$ cat config.mk
export PLATFORM = sky130hd
export DESIGN_NAME = greedy_rectangle_merge_core
export DESIGN_NICKNAME = d
export VERILOG_FILES = /design/src/rtl/grm_pkg.sv /design/src/rtl/grm_ram.sv /design/src/rtl/grm_ctrl.sv /design/src/rtl/grm_dp.sv /design/src/rtl/greedy_rectangle_merge_core.sv
export SDC_FILE = /design/constraint.sdc
export NUM_CORES = 1
export LEC_CHECK = 0
export ABC_AREA = 1
export BUFFER_PORTS_ARGS = -buffer_cell sky130_fd_sc_hd__buf_2
export CAP_MARGIN = 5
export CORE_UTILIZATION = 51
export DETAILED_ROUTE_END_ITERATION = 7
export PLACE_DENSITY = 0.68
export SETUP_SLACK_MARGIN = 0.2
export SLEW_MARGIN = 25
export SYNTH_ARGS = -nofsm -noshare
export SYNTH_HDL_FRONTEND = slang
export SYNTH_SLANG_ARGS = --single-unit
$ cat constraint.sdc
create_clock -name aclk -period 5.9 [get_ports aclk]
set_clock_uncertainty 0.1 [all_clocks]
set_input_delay 0.59 -clock aclk [delete_from_list [all_inputs] [get_ports aclk]]
set_output_delay 0.59 -clock aclk [all_outputs]
set_load 0.02 [all_outputs]
$ cat src/rtl/grm_pkg.sv
// Shared types, constants and command/status structs of the rectangle merge core.
`default_nettype none

package grm_pkg;

    localparam int GRID_W_DEF  = 8;
    localparam int GRID_H_DEF  = 8;
    localparam int MAX_RESULTS = 64;

    localparam int BLOCK_W = 8;
    localparam int X0_W    = 3;
    localparam int X1_W    = 4;
    localparam int TEX_W   = 8;

    localparam logic [BLOCK_W-1:0] ID_OFFSET = 8'd2;

    localparam int S_TDATA_W = 16;
    localparam int RECT_BITS = 2 * X0_W + 2 * X1_W + TEX_W;
    localparam int M_TDATA_W = 24;

    localparam int APB_AW = 3;
    localparam int APB_DW = 32;

    localparam logic REG_MERGE_MODE = 1'b0;
    localparam logic MODE_RENDER    = 1'b0;
    localparam logic MODE_PHYSICS   = 1'b1;

    typedef enum logic [3:0] {
        ST_LOAD,
        ST_START_RD,
        ST_START_CHK,
        ST_Y_RD,
        ST_Y_CHK,
        ST_MARK,
        ST_X_RD,
        ST_X_CHK,
        ST_PUSH,
        ST_FLUSH
    } state_t;

    typedef struct packed {
        logic load_wr;
        logic load_final;
        logic rd_start;
        logic rd_y;
        logic rd_x;
        logic start_take;
        logic y_inc;
        logic mark;
        logic x_inc;
        logic skip;
        logic push;
        logic flush;
    } cmd_t;

    typedef struct packed {
        logic hit;
        logic start_end;
        logic y_end;
        logic x_end;
        logic span_end;
        logic col_last;
        logic push_end;
        logic out_free;
        logic pend_valid;
    } stat_t;

    typedef struct packed {
        logic [TEX_W-1:0] tex;
        logic [X1_W-1:0]  y1;
        logic [X1_W-1:0]  x1;
        logic [X0_W-1:0]  y0;
        logic [X0_W-1:0]  x0;
    } rect_t;

endpackage

`default_nettype wire

$ cat src/rtl/grm_ram.sv
// Generic simple dual-port RAM with registered read.
`default_nettype none

module grm_ram #(
    parameter int WIDTH = 8,
    parameter int DEPTH = 64,
    localparam int AW = (DEPTH > 1) ? $clog2(DEPTH) : 1
) (
    input  wire logic             aclk,
    input  wire logic             we,
    input  wire logic [AW-1:0]    waddr,
    input  wire logic [WIDTH-1:0] wdata,
    input  wire logic             re,
    input  wire logic [AW-1:0]    raddr,
    output logic      [WIDTH-1:0] rdata
);

    logic [WIDTH-1:0] mem [DEPTH];
    logic [WIDTH-1:0] rdata_reg;

    always_ff @(posedge aclk) begin
        if (we) begin
            mem[waddr] <= wdata;
        end
        if (re) begin
            rdata_reg <= mem[raddr];
        end
    end

    assign rdata = rdata_reg;

endmodule

`default_nettype wire

$ cat src/rtl/grm_ctrl.sv
// Sweep controller: load, start search, run growth, column extension, result push, final flush.
`default_nettype none

module grm_ctrl (
    input  wire logic           aclk,
    input  wire logic           aresetn,
    input  wire logic           s_tvalid,
    input  wire logic           s_tlast,
    output logic                s_tready,
    input  wire grm_pkg::stat_t stat,
    output grm_pkg::cmd_t       cmd
);

    import grm_pkg::*;

    state_t state_reg;
    state_t state_next;

    always_ff @(posedge aclk) begin
        if (!aresetn) begin
            state_reg <= ST_LOAD;
        end else begin
            state_reg <= state_next;
        end
    end

    always_comb begin
        state_next = state_reg;
        cmd        = '0;
        s_tready   = 1'b0;
        unique case (state_reg)
            ST_LOAD: begin
                s_tready = 1'b1;
                if (s_tvalid) begin
                    cmd.load_wr = 1'b1;
                    if (s_tlast) begin
                        cmd.load_final = 1'b1;
                        state_next     = ST_START_RD;
                    end
                end
            end
            ST_START_RD: begin
                cmd.rd_start = 1'b1;
                state_next   = ST_START_CHK;
            end
            ST_START_CHK: begin
                if (stat.hit) begin
                    cmd.start_take = 1'b1;
                    state_next     = stat.start_end ? ST_MARK : ST_Y_RD;
                end else begin
                    cmd.skip   = 1'b1;
                    state_next = (stat.start_end && stat.col_last) ? ST_FLUSH : ST_START_RD;
                end
            end
            ST_Y_RD: begin
                cmd.rd_y   = 1'b1;
                state_next = ST_Y_CHK;
            end
            ST_Y_CHK: begin
                if (stat.hit) begin
                    cmd.y_inc  = 1'b1;
                    state_next = stat.y_end ? ST_MARK : ST_Y_RD;
                end else begin
                    state_next = ST_MARK;
                end
            end
            ST_MARK: begin
                cmd.mark   = 1'b1;
                state_next = stat.x_end ? ST_PUSH : ST_X_RD;
            end
            ST_X_RD: begin
                cmd.rd_x   = 1'b1;
                state_next = ST_X_CHK;
            end
            ST_X_CHK: begin
                if (!stat.hit) begin
                    state_next = ST_PUSH;
                end else if (stat.span_end) begin
                    state_next = ST_MARK;
                end else begin
                    cmd.x_inc  = 1'b1;
                    state_next = ST_X_RD;
                end
            end
            ST_PUSH: begin
                // hold until the older pending word can move to the output
                if (!stat.pend_valid || stat.out_free) begin
                    cmd.push   = 1'b1;
                    state_next = (stat.push_end && stat.col_last) ? ST_FLUSH : ST_START_RD;
                end
            end
            ST_FLUSH: begin
                if (stat.out_free) begin
                    cmd.flush  = 1'b1;
                    state_next = ST_LOAD;
                end
            end
            default: begin
                state_next = ST_LOAD;
            end
        endcase
    end

endmodule

`default_nettype wire

$ cat src/rtl/grm_dp.sv
// Datapath: cell store, used map, sweep counters, pending and output result registers.
`default_nettype none

module grm_dp #(
    parameter int GRID_W = grm_pkg::GRID_W_DEF,
    parameter int GRID_H = grm_pkg::GRID_H_DEF
) (
    input  wire logic                        aclk,
    input  wire logic                        aresetn,
    input  wire grm_pkg::cmd_t               cmd,
    output grm_pkg::stat_t                   stat,
    input  wire logic                        merge_mode,
    input  wire logic [grm_pkg::BLOCK_W-1:0] cell_block,
    input  wire logic                        cell_solid,
    input  wire logic                        m_tready,
    output logic                             m_tvalid,
    output logic [grm_pkg::M_TDATA_W-1:0]    m_tdata,
    output logic                             m_tuser,
    output logic                             m_tlast
);

    import grm_pkg::*;

    localparam int CELLS  = GRID_W * GRID_H;
    localparam int AW     = $clog2(CELLS);
    localparam int BX_W   = $clog2(GRID_W);
    localparam int EX_W   = $clog2(GRID_W + 1);
    localparam int BY_W   = $clog2(GRID_H);
    localparam int EY_W   = $clog2(GRID_H + 1);
    localparam int N_W    = $clog2(MAX_RESULTS + 1);
    localparam int CELL_W = BLOCK_W + 1;

    logic [AW-1:0]      load_idx_reg, load_idx_next;
    logic [CELLS-1:0]   used_reg, used_next;
    logic [CELLS-1:0]   mark_vec;
    logic [BX_W-1:0]    bx_reg, bx_next;
    logic [BY_W-1:0]    by_reg, by_next;
    logic [EY_W-1:0]    ey_reg, ey_next;
    logic [EX_W-1:0]    ex_reg, ex_next;
    logic [BY_W-1:0]    y_reg, y_next;
    logic [BLOCK_W-1:0] sid_reg, sid_next;
    logic [N_W-1:0]     n_reg, n_next;
    logic [AW-1:0]      addr_reg;
    logic               start_chk_reg;
    logic               pend_valid_reg, pend_valid_next;
    rect_t              pend_reg, pend_next;
    logic               out_valid_reg, out_valid_next;
    rect_t              out_reg, out_next;
    logic               out_empty_reg, out_empty_next;
    logic               out_last_reg, out_last_next;

    logic               ram_re;
    logic [AW-1:0]      ram_raddr;
    logic [CELL_W-1:0]  ram_rdata;
    logic [BLOCK_W-1:0] rd_id;
    logic               rd_solid;
    logic [BLOCK_W-1:0] cmp_id;
    logic               usable;
    rect_t              new_rect;

    function automatic logic [AW-1:0] cell_addr(input logic [EX_W-1:0] x,
                                                input logic [BY_W-1:0] y);
        return AW'(x) * AW'(GRID_H) + AW'(y);
    endfunction

    assign ram_re = cmd.rd_start | cmd.rd_y | cmd.rd_x;

    always_comb begin
        if (cmd.rd_x) begin
            ram_raddr = cell_addr(ex_reg, y_reg);
        end else if (cmd.rd_y) begin
            ram_raddr = cell_addr(EX_W'(bx_reg), BY_W'(ey_reg));
        end else begin
            ram_raddr = cell_addr(EX_W'(bx_reg), by_reg);
        end
    end

    grm_ram #(
        .WIDTH (CELL_W),
        .DEPTH (CELLS)
    ) u_cells (
        .aclk  (aclk),
        .we    (cmd.load_wr),
        .waddr (load_idx_reg),
        .wdata ({cell_solid, cell_block}),
        .re    (ram_re),
        .raddr (ram_raddr),
        .rdata (ram_rdata)
    );

    assign rd_id    = ram_rdata[BLOCK_W-1:0];
    assign rd_solid = ram_rdata[BLOCK_W];
    assign cmp_id   = start_chk_reg ? rd_id : sid_reg;

    always_comb begin
        if (merge_mode == MODE_PHYSICS) begin
            usable = rd_solid;
        end else begin
            usable = (cmp_id >= ID_OFFSET) && (rd_id == cmp_id);
        end
    end

    for (genvar g = 0; g < CELLS; g++) begin : g_mark
        localparam int COL = g / GRID_H;
        localparam int ROW = g % GRID_H;
        assign mark_vec[g] = (ex_reg == EX_W'(COL)) &&
                             (EY_W'(ROW) >= EY_W'(by_reg)) &&
                             (EY_W'(ROW) < ey_reg);
    end

    always_comb begin
        new_rect.x0  = X0_W'(bx_reg);
        new_rect.y0  = X0_W'(by_reg);
        new_rect.x1  = X1_W'(ex_reg);
        new_rect.y1  = X1_W'(ey_reg);
        new_rect.tex = (merge_mode == MODE_PHYSICS) ? '0 : sid_reg - ID_OFFSET;
    end

    always_comb begin
        stat.hit        = !used_reg[addr_reg] && usable;
        stat.start_end  = (by_reg == BY_W'(GRID_H - 1));
        stat.y_end      = (ey_reg == EY_W'(GRID_H - 1));
        stat.x_end      = (ex_reg == EX_W'(GRID_W - 1));
        stat.span_end   = ((EY_W'(y_reg) + 1'b1) == ey_reg);
        stat.col_last   = (bx_reg == BX_W'(GRID_W - 1));
        stat.push_end   = (ey_reg == EY_W'(GRID_H));
        stat.out_free   = !out_valid_reg || m_tready;
        stat.pend_valid = pend_valid_reg;
    end

    always_comb begin
        load_idx_next   = load_idx_reg;
        used_next       = used_reg;
        bx_next         = bx_reg;
        by_next         = by_reg;
        ey_next         = ey_reg;
        ex_next         = ex_reg;
        y_next          = y_reg;
        sid_next        = sid_reg;
        n_next          = n_reg;
        pend_valid_next = pend_valid_reg;
        pend_next       = pend_reg;
        out_valid_next  = out_valid_reg;
        out_next        = out_reg;
        out_empty_next  = out_empty_reg;
        out_last_next   = out_last_reg;

        if (out_valid_reg && m_tready) begin
            out_valid_next = 1'b0;
        end

        if (cmd.load_wr) begin
            load_idx_next = (load_idx_reg == AW'(CELLS - 1)) ? '0 : load_idx_reg + 1'b1;
        end
        if (cmd.load_final) begin
            load_idx_next = '0;
            used_next     = '0;
            bx_next       = '0;
            by_next       = '0;
            n_next        = '0;
        end

        if (cmd.start_take) begin
            sid_next = rd_id;
            ey_next  = EY_W'(by_reg) + 1'b1;
            ex_next  = EX_W'(bx_reg);
        end
        if (cmd.y_inc) begin
            ey_next = ey_reg + 1'b1;
        end
        if (cmd.mark) begin
            used_next = used_reg | mark_vec;
            ex_next   = ex_reg + 1'b1;
            y_next    = by_reg;
        end
        if (cmd.x_inc) begin
            y_next = y_reg + 1'b1;
        end

        if (cmd.skip) begin
            if (by_reg == BY_W'(GRID_H - 1)) begin
                by_next = '0;
                bx_next = bx_reg + 1'b1;
            end else begin
                by_next = by_reg + 1'b1;
            end
        end

        if (cmd.push) begin
            if (ey_reg == EY_W'(GRID_H)) begin
                by_next = '0;
                bx_next = bx_reg + 1'b1;
            end else begin
                by_next = BY_W'(ey_reg);
            end
            // drop rectangles beyond the result cap
            if (n_reg < N_W'(MAX_RESULTS)) begin
                n_next          = n_reg + 1'b1;
                pend_next       = new_rect;
                pend_valid_next = 1'b1;
                if (pend_valid_reg) begin
                    out_next       = pend_reg;
                    out_empty_next = 1'b0;
                    out_last_next  = 1'b0;
                    out_valid_next = 1'b1;
                end
            end
        end

        if (cmd.flush) begin
            out_valid_next  = 1'b1;
            out_last_next   = 1'b1;
            pend_valid_next = 1'b0;
            if (pend_valid_reg) begin
                out_next       = pend_reg;
                out_empty_next = 1'b0;
            end else begin
                out_next       = '0;
                out_empty_next = 1'b1;
            end
        end
    end

    always_ff @(posedge aclk) begin
        if (!aresetn) begin
            load_idx_reg   <= '0;
            used_reg       <= '0;
            pend_valid_reg <= 1'b0;
            out_valid_reg  <= 1'b0;
        end else begin
            load_idx_reg   <= load_idx_next;
            used_reg       <= used_next;
            pend_valid_reg <= pend_valid_next;
            out_valid_reg  <= out_valid_next;
        end
    end

    always_ff @(posedge aclk) begin
        bx_reg        <= bx_next;
        by_reg        <= by_next;
        ey_reg        <= ey_next;
        ex_reg        <= ex_next;
        y_reg         <= y_next;
        sid_reg       <= sid_next;
        n_reg         <= n_next;
        pend_reg      <= pend_next;
        out_reg       <= out_next;
        out_empty_reg <= out_empty_next;
        out_last_reg  <= out_last_next;
        if (ram_re) begin
            addr_reg      <= ram_raddr;
            start_chk_reg <= cmd.rd_start;
        end
    end

    assign m_tvalid = out_valid_reg;
    assign m_tdata  = M_TDATA_W'(out_reg);
    assign m_tuser  = out_empty_reg;
    assign m_tlast  = out_last_reg;

endmodule

`default_nettype wire

$ cat src/rtl/greedy_rectangle_merge_core.sv
// Top level of the greedy rectangle merge core: APB register, controller and datapath.
// Loading: s_tready is high in the load state; the sweep starts the cycle after the final cell word.
// Sweep: each cell test is a read state then a check state (cell store registered read); each
// marked column adds a mark state, each rectangle a push state; push and flush can stall on the output.
// The first result reaches the output register when the second rectangle is pushed or at sweep end.
// Reset clears the controller, load index, used map and valid flags; the cell store is not cleared.
`default_nettype none

module greedy_rectangle_merge_core #(
    parameter int GRID_W = grm_pkg::GRID_W_DEF,
    parameter int GRID_H = grm_pkg::GRID_H_DEF
) (
    input  wire logic                         aclk,
    input  wire logic                         aresetn,
    // s_tdata: cell_block [7:0], cell_solid [8], zero pad; s_tlast: cell_final
    input  wire logic                         s_tvalid,
    output logic                              s_tready,
    input  wire logic [grm_pkg::S_TDATA_W-1:0] s_tdata,
    input  wire logic                         s_tlast,
    // m_tdata: rect_x0 [2:0], rect_y0 [5:3], rect_x1 [9:6], rect_y1 [13:10],
    //          tex_index [21:14], zero pad; m_tuser: grid_empty; m_tlast: rect_last
    output logic                              m_tvalid,
    input  wire logic                         m_tready,
    output logic [grm_pkg::M_TDATA_W-1:0]     m_tdata,
    output logic                              m_tuser,
    output logic                              m_tlast,
    input  wire logic                         psel,
    input  wire logic                         penable,
    input  wire logic                         pwrite,
    input  wire logic [grm_pkg::APB_AW-1:0]   paddr,
    input  wire logic [grm_pkg::APB_DW-1:0]   pwdata,
    output logic [grm_pkg::APB_DW-1:0]        prdata,
    output logic                              pready
);

    import grm_pkg::*;

    logic  merge_mode_reg;
    logic  merge_mode_next;
    logic  reg_sel;
    cmd_t  cmd;
    stat_t stat;

    assign pready  = 1'b1;
    assign reg_sel = (paddr[2] == REG_MERGE_MODE);

    always_comb begin
        merge_mode_next = merge_mode_reg;
        if (psel && penable && pwrite && reg_sel) begin
            merge_mode_next = pwdata[0];
        end
    end

    always_ff @(posedge aclk) begin
        if (!aresetn) begin
            merge_mode_reg <= MODE_RENDER;
        end else begin
            merge_mode_reg <= merge_mode_next;
        end
    end

    assign prdata = reg_sel ? APB_DW'(merge_mode_reg) : '0;

    grm_ctrl u_ctrl (
        .aclk     (aclk),
        .aresetn  (aresetn),
        .s_tvalid (s_tvalid),
        .s_tlast  (s_tlast),
        .s_tready (s_tready),
        .stat     (stat),
        .cmd      (cmd)
    );

    grm_dp #(
        .GRID_W (GRID_W),
        .GRID_H (GRID_H)
    ) u_dp (
        .aclk       (aclk),
        .aresetn    (aresetn),
        .cmd        (cmd),
        .stat       (stat),
        .merge_mode (merge_mode_reg),
        .cell_block (s_tdata[BLOCK_W-1:0]),
        .cell_solid (s_tdata[BLOCK_W]),
        .m_tready   (m_tready),
        .m_tvalid   (m_tvalid),
        .m_tdata    (m_tdata),
        .m_tuser    (m_tuser),
        .m_tlast    (m_tlast)
    );

endmodule

`default_nettype wire

**Yosys cells after proc, flatten, opt, wreduce, memory -nomap -nowiden**

Memories as Yosys holds them, arrays and structs flattened. A register that Yosys moved wholly into a read port is not among the register bits.
Cells that the tools add are included.

- Equality and inequality tests: 27
- $lt $le $gt $ge: 18
- Bitwise logic cells: 5
- Reduce and logical (&&, ||, !) cells: 149
- $add $sub $neg: 13
- Multiplexer cells: 80

Operators by type and width:

| kind | number |
|---|---|
| $logic_and 1x1->1 | 128 |
| $mux 64 | 2 |
| $mux 22 | 5 |
| $or 64x64->64 | 1 |
| $mux 4 | 14 |
| $mux 3 | 14 |
| $pmux 4 s10 | 1 |
| $eq 4x3->1 const B | 9 |
| $mux 1 | 33 |
| $mux 7 | 3 |
| $add 6x3->6 | 3 |
| $mux 6 | 3 |
| $eq 4x2->1 const B | 4 |
| $lt 3x4->1 const A | 4 |
| $reduce_bool 2->1 | 7 |
| $eq 4x4->1 const B | 3 |
| $add 3x1->3 const B | 3 |
| $ge 3x3->1 const A | 3 |
| $add 3x1->4 const B | 2 |
| $add 4x1->4 const B | 2 |
| $eq 4x1->1 const B | 2 |
| $eq 8x8->1 | 1 |
| $ge 8x2->1 const B | 1 |
| $logic_not 4->1 | 2 |
| 26 further kinds | 42 |

- Register bits: 162
- Memories: 1
- Memory bits (writable): 576
- Input port bits: 59

Memory list:

| name | words | bits a word | read ports | clocked after memory_dff | wr ports | line | RTL |
|---|---|---|---|---|---|---|---|
| u_dp.u_cells.mem | 64 | 9 | 1 | 1 | 1 | grm_ram.sv:18 | `logic [WIDTH-1:0] mem [DEPTH];` |

**Logic depth before layout (Yosys ltp)**

- Word-level depth: 10
- Depth in mapped cells: 17
- Gate-level depth less buffers: 17

**Hierarchy**

From an unflattened synthesis, not the netlist that was laid out.

- Cell total of the unflattened synthesis: 2965
- Area, all modules: 31721.7 um^2

Modules (own cells, without submodules):

| module | instances | cells each | sequential area each (um^2) | area an instance (um^2) |
|---|---|---|---|---|
| grm_ram | 1 | 2017 | 17566.8 | 23891.7 |
| grm_dp | 1 | 814 | 3883.7 | 7034.2 |
| grm_ctrl | 1 | 88 | 80.1 | 481.7 |
| greedy_rectangle_merge_core | 1 | 46 | 20.0 | 314.1 |

**Least setup slack after synthesis**

Ideal clock, no wire load.

- Kind: input -> register
- Start point: in m_tready
- End point: reg u_dp.out_reg (netlist bit u_dp.m_tdata[0]), enable pin
- Data arrival time: 3.952 ns
- Setup slack: 1.411 ns
- Setup time: 0.437 ns
- Data required time: 5.363 ns
- Cell stages on the path: 6
- Buffers on the path: 0
- Cells stage by stage: nor2_1 nand2_1 nand2_1 nor2_1 inv_1 o21ai_0

- Cells in the longest elaborated chain, start to end: 6

Ends and longest elaborated chain:

| item | line | RTL |
|---|---|---|
| start: declaration | greedy_rectangle_merge_core.sv:23 | `input wire logic m_tready,` |
| $logic_or 1x1->1 (*) | grm_dp.sv:127 | `stat.out_free = !out_valid_reg \|\| m_tready;` |
| $logic_or 1x1->1 | grm_ctrl.sv:87 | `if (!stat.pend_valid \|\| stat.out_free) begin` |
| $mux 1 | grm_ctrl.sv:87 |  |
| $mux 1 | grm_ctrl.sv:31 | `unique case (state_reg)` |
| $reduce_bool 2->1 (no source line) | n/a |  |
| $reduce_and 3->1 (no source line) (*) | n/a |  |
| end signal: assignment | grm_dp.sv:247 | `out_reg <= out_next;` |
| end: declaration | grm_dp.sv:48 | `rect_t out_reg, out_next;` |

Every way passes the cells marked *; elsewhere a longest branch is shown, timed or not.
A chain may end at the register's enable or synchronous reset.

**Worst setup path after layout**

- Start point: reg u_ctrl.state_reg[1]
- End point: reg u_dp.u_cells.rdata_reg[0], in the netlist u_dp.u_cells.rdata[0] (read register of u_dp.u_cells.mem) (data pin)

- Cells in the longest elaborated chain, start to end: 4

Ends and longest elaborated chain:

| item | line | RTL |
|---|---|---|
| start: declaration | grm_ctrl.sv:16 | `state_t state_reg;` |
| start signal: assignment | grm_ctrl.sv:23 | `state_reg <= state_next;` |
| $eq 4x2->1 / $eq 4x1->1 (equally long branches) | grm_ctrl.sv:31 |  |
| $mux 1 | grm_ctrl.sv:31 |  |
| $mux 6 / $or 1x1->1 (equally long branches) | grm_dp.sv:71, grm_dp.sv:66 |  |
| $mux 6 / $or 1x1->1 (equally long branches) | grm_dp.sv:69, grm_dp.sv:66 |  |
| end: declaration | grm_ram.sv:19 | `logic [WIDTH-1:0] rdata_reg;` |

Several ways; a longest one is shown, not always the timed one.

==> impl_table.tex <==
\begin{tabular}{lr}
\hline
Metric & Value \\
\hline
\multicolumn{2}{l}{\textbf{Outcome}} \\
Outcome & finished clean \\
\multicolumn{2}{l}{\textbf{Logic synthesis}} \\
Number of synthesized register bits & 747 \\
EDFF count, synth & 659 \\
Cell Area, Synth & 32020 sq um \\
Distinct cells, synth & between 40 and 50 \\
Sequential area share after synthesis & 0.6730 \\
Yosys top cell area share & 0.6180 \\
Main flop type after synthesis & sky130\_fd\_sc\_hd\_\_edfxtp\_1 \\
Largest cells by area after synthesis & sky130\_fd\_sc\_hd\_\_edfxtp\_1, sky130\_fd\_sc\_hd\_\_o211ai\_1, sky130\_fd\_sc\_hd\_\_nand3\_1 \\
Mapped Cells & 2654 \\
Proportion of register bits with asynchronous set or reset after synthesis & 0 \\
Cell type contributing the most total cell area after synthesis & sky130\_fd\_sc\_hd\_\_edfxtp\_1 \\
Warnings from Yosys & 0 \\
Per-instance average area after synthesis & 12.07 sq um \\
\multicolumn{2}{l}{\textbf{STA}} \\
Maximum achievable frequency & between 0.2 and 0.25 GHz \\
Final setup violating endpoints & 0 \\
Slew Limit Fails & 0 \\
Clock period minus final worst setup slack & 4101 ps \\
Tcrit/Tclk final & 0.6951 \\
Number of failing hold endpoints at the final stage & 0 \\
Unrepaired setup endpoints after global routing & false \\
Setup TNS & 0 ps \\
Worst max-slew margin expressed relative to the limit & 0.2885 \\
Actual transition at the worst max-transition pin & 1063 ps \\
\multicolumn{2}{l}{\textbf{Setup path}} \\
CP cell instances & inv\_1, nor2\_2, nand3\_2, o21ai\_4, buf\_4, buf\_4, o211ai\_1, nand3\_1, nand3\_1, nand3\_1, nand3\_1, nand2\_1 \\
Worst Path Required & 6280 ps \\
Number of buffers and inverters on the critical path & 3 \\
Cell class contributing the biggest share of worst-path delay & buffers and inverters \\
Critical Path End Type & flop \\
Cell mode on critical path & sky130\_fd\_sc\_hd\_\_nand3\_1 \\
Maximum fanout count along the critical path & 80 \\
CP peak stage delay & roughly 780 ps \\
Critical-path cell with the highest stage delay & sky130\_fd\_sc\_hd\_\_buf\_4 \\
Worst reg2reg path startpoint & u\_ctrl.state\_reg[1] \\
Worst reg2reg endpoint & u\_dp.u\_cells.rdata[0] \\
Setup crit start kind & flop \\
Worst Path Arrival & 4480 ps \\
Setup slack of the most critical reg-to-reg path & 1800 ps \\
Path type of the worst setup path & flop to flop \\
Worst Reg-to-Reg Cells & 12 \\
\multicolumn{2}{l}{\textbf{Worst hold path}} \\
Path class of the lowest-slack min-delay path & input pin to flop \\
Worst hold path startpoint & pwdata[0] \\
Hold worst-path end & merge\_mode\_reg \\
Hold Crit Depth & 2 \\
\multicolumn{2}{l}{\textbf{Global routing}} \\
Met2 track demand over resource in global routing & 0.3924 \\
Global-route usage over all layers & 0.2336 \\
Global-route met3 utilization & 0.04171 \\
Wire length of the first global-routing pass & 113400 um \\
Largest net degree at the start of global routing & between 150 and 200 \\
Number of antenna violations at the first check in global routing & 1 \\
Met1 usage in global routing & 0.3026 \\
Routing layer with the top usage in global route & met2 \\
Via count of the first global-routing pass & 19960 \\
Grt total ovfl & 0 \\
\multicolumn{2}{l}{\textbf{Die}} \\
Chip Height & 252.6 um \\
Die ar. & 63790 sq um \\
Die Wd & 252.6 um \\
Count of standard-cell rows & 91 \\
Initial core utilization & 0.5179 \\
Core box area & 61830 sq um \\
Count of pins on the block boundary & 120 \\
\multicolumn{2}{l}{\textbf{Power}} \\
Leakage power & 0.01141 uW \\
Power density over the cells & 332.8 nW/um\^{}2 \\
Worst IR Drop VDD & $\sim$300 uV \\
\multicolumn{2}{l}{\textbf{CTS}} \\
Buffer levels on the longest clock path & 3 \\
Number of buffers created by CTS & 76 \\
TritonCTS clock tree & yes \\
Source-to-sink clock delay at the later pin of the worst-skew pair & between 600 and 700 ps \\
Post-cts hold buffer count & 0 \\
Number of sinks handled by clock tree synthesis & 747 \\
H-tree level count & 3 \\
Post\_cts resized & 0 \\
Clock transition at the register clock pins on the worst setup and hold paths after CTS & 60 ps \\
Clock tree root driver cell & sky130\_fd\_sc\_hd\_\_clkbuf\_16 \\
Postcts setup bufs & 0 \\
\multicolumn{2}{l}{\textbf{Final layout}} \\
Signed area change from the synthesized netlist to the final layout & 9.476\% \\
Antenna fix cells & 0 \\
Largest register FFs & 576 \\
Fraction of final layout cells with drive strength greater than 1 & 0.1135 \\
Number of nets in the finished design & 2727 \\
Final core utilization & 0.5670 \\
\multicolumn{2}{l}{\textbf{Job}} \\
Max-Cap Viols & 0 \\
\multicolumn{2}{l}{\textbf{Detailed routing}} \\
Post-detailed-route count of antenna-violating nets & 0 \\
First-pass iteration count of the detailed router & 6 \\
Aggregate routed wire length & roughly 74000 um \\
Remaining design rule violation count & 0 \\
1st-iter DRT viols & 2034 \\
Post-DR wirelength/cell & 20.79 um \\
Via Count & 20450 \\
Via density per instance & 5.761 \\
\multicolumn{2}{l}{\textbf{Place}} \\
RD Place Congestion & 0.8827 \\
Number of input and output port buffers inserted & 45 \\
HPWL after detailed placement & 42660 um \\
\hline
\end{tabular}
placed cells by master (no fill, tap or decap), types with 16 or more instances in the layout:
master	Yosys	layout
sky130_fd_sc_hd__edfxtp_1	659	659
sky130_fd_sc_hd__nand3_1	380	380
sky130_fd_sc_hd__o211ai_1	290	290
sky130_fd_sc_hd__nand2_1	290	289
sky130_fd_sc_hd__or2_1	209	209
sky130_fd_sc_hd__nor2_1	141	138
sky130_fd_sc_hd__inv_1	103	101
sky130_fd_sc_hd__a21oi_1	89	89
sky130_fd_sc_hd__dfxtp_1	88	88
sky130_fd_sc_hd__or2_2	83	83
sky130_fd_sc_hd__clkbuf_16	0	78
sky130_fd_sc_hd__buf_2	60	44
sky130_fd_sc_hd__o21ai_0	38	35
sky130_fd_sc_hd__conb_1	2	34
sky130_fd_sc_hd__buf_4	41	34
sky130_fd_sc_hd__clkinv_1	5	22
sky130_fd_sc_hd__clkinv_2	0	16
logic make-up (layout without fill, tap and decap cells):
| family | after synthesis | after routing | synth area share |
|---|---|---|---|
| compound gates | 438 | 438 | 0.09448 |
| xor+xnor | 5 | 5 | 0.001368 |
| fa+ha+maj | 15 | 15 | 0.005861 |
| buf+inv | 307 | 334 | 0.05025 |
| flops | 747 | 747 | 0.6730 |
| mux | 1 | 1 | 0.0003126 |
| other cells | 2 | 34 | 0.0002345 |
| simple gates | 1139 | 1139 | 0.1745 |
power breakdown:
| group | internal (uW) | switching [uW] | total (uW) |
|---|---|---|---|
| Clock | 2790 | 2000 | 4790 |
| Sequential | 5790 | 32.4 | 5820 |
| Combinational | 291 | 762 | 1050 |
routing by layer:
layer  wire [um]  vias up
met5          12        -
met4        2480        2
met3        4752      170
met2       36230      702
met1       30330     9990
li1            -     9587
Yosys cell counts (5+ instances only):
cell,instances
sky130_fd_sc_hd__o21ai_0,38
sky130_fd_sc_hd__nand4_1,5
sky130_fd_sc_hd__buf_2,60
sky130_fd_sc_hd__clkbuf_1,52
sky130_fd_sc_hd__a21oi_1,89
sky130_fd_sc_hd__nand3b_1,8
sky130_fd_sc_hd__buf_6,28
sky130_fd_sc_hd__dfxtp_1,88
sky130_fd_sc_hd__o211ai_1,290
sky130_fd_sc_hd__inv_2,7
sky130_fd_sc_hd__or2_2,83
sky130_fd_sc_hd__nand2_1,290
sky130_fd_sc_hd__nor2_1,141
sky130_fd_sc_hd__buf_4,41
sky130_fd_sc_hd__ha_1,15
sky130_fd_sc_hd__nand3_1,380
sky130_fd_sc_hd__nor3_1,12
sky130_fd_sc_hd__clkinv_1,5
sky130_fd_sc_hd__buf_1,7
sky130_fd_sc_hd__edfxtp_1,659
sky130_fd_sc_hd__or2_1,209
sky130_fd_sc_hd__inv_1,103
worst max path at each step:
stage	startpoint	to	slack (ps)	cells after the start
floorplan	m_tready	u_dp.m_tdata[0]	1410	6
global placement	u_ctrl.state_reg[1]	u_dp.u_cells.rdata[5]	1960	12
finish	u_ctrl.state_reg[1]	u_dp.u_cells.rdata[0]	1800	12
detailed placement	u_ctrl.state_reg[1]	u_dp.u_cells.rdata[0]	1880	12
CTS	u_ctrl.state_reg[1]	u_dp.u_cells.rdata[0]	1860	12
global route	u_ctrl.state_reg[1]	u_dp.u_cells.rdata[8]	1560	12
per-stage QoR:
stage	instances	power [uW]	area, sq um	hold slack [ps]	worst slack, ps
2_1_floorplan	2686	6666	32140	337.5	1411
3_3_place_gp	3412	6955	32560	348.5	1956
3_5_place_dp	3412	6977	32570	353.5	1880
4_1_cts	3550	11710	35050	116.2	1864
5_1_grt	3550	12010	35050	147.6	1564
6_report	3550	11660	35050	139.4	1799
cell type report:
type / count / area, sq um
Clock buffer: 88 / 1999
Clock inverter: 50 / 479.2
Fill cell: 5039 / 26770
Inverter: 117 / 452.9
Multi-Input combinational cell: 1632 / 9030
Sequential cell: 747 / 21550
Tap cell: 837 / 1047
Timing Repair Buffer: 79 / 495.5
No activity file was read; power rests on OpenSTA's default activity.
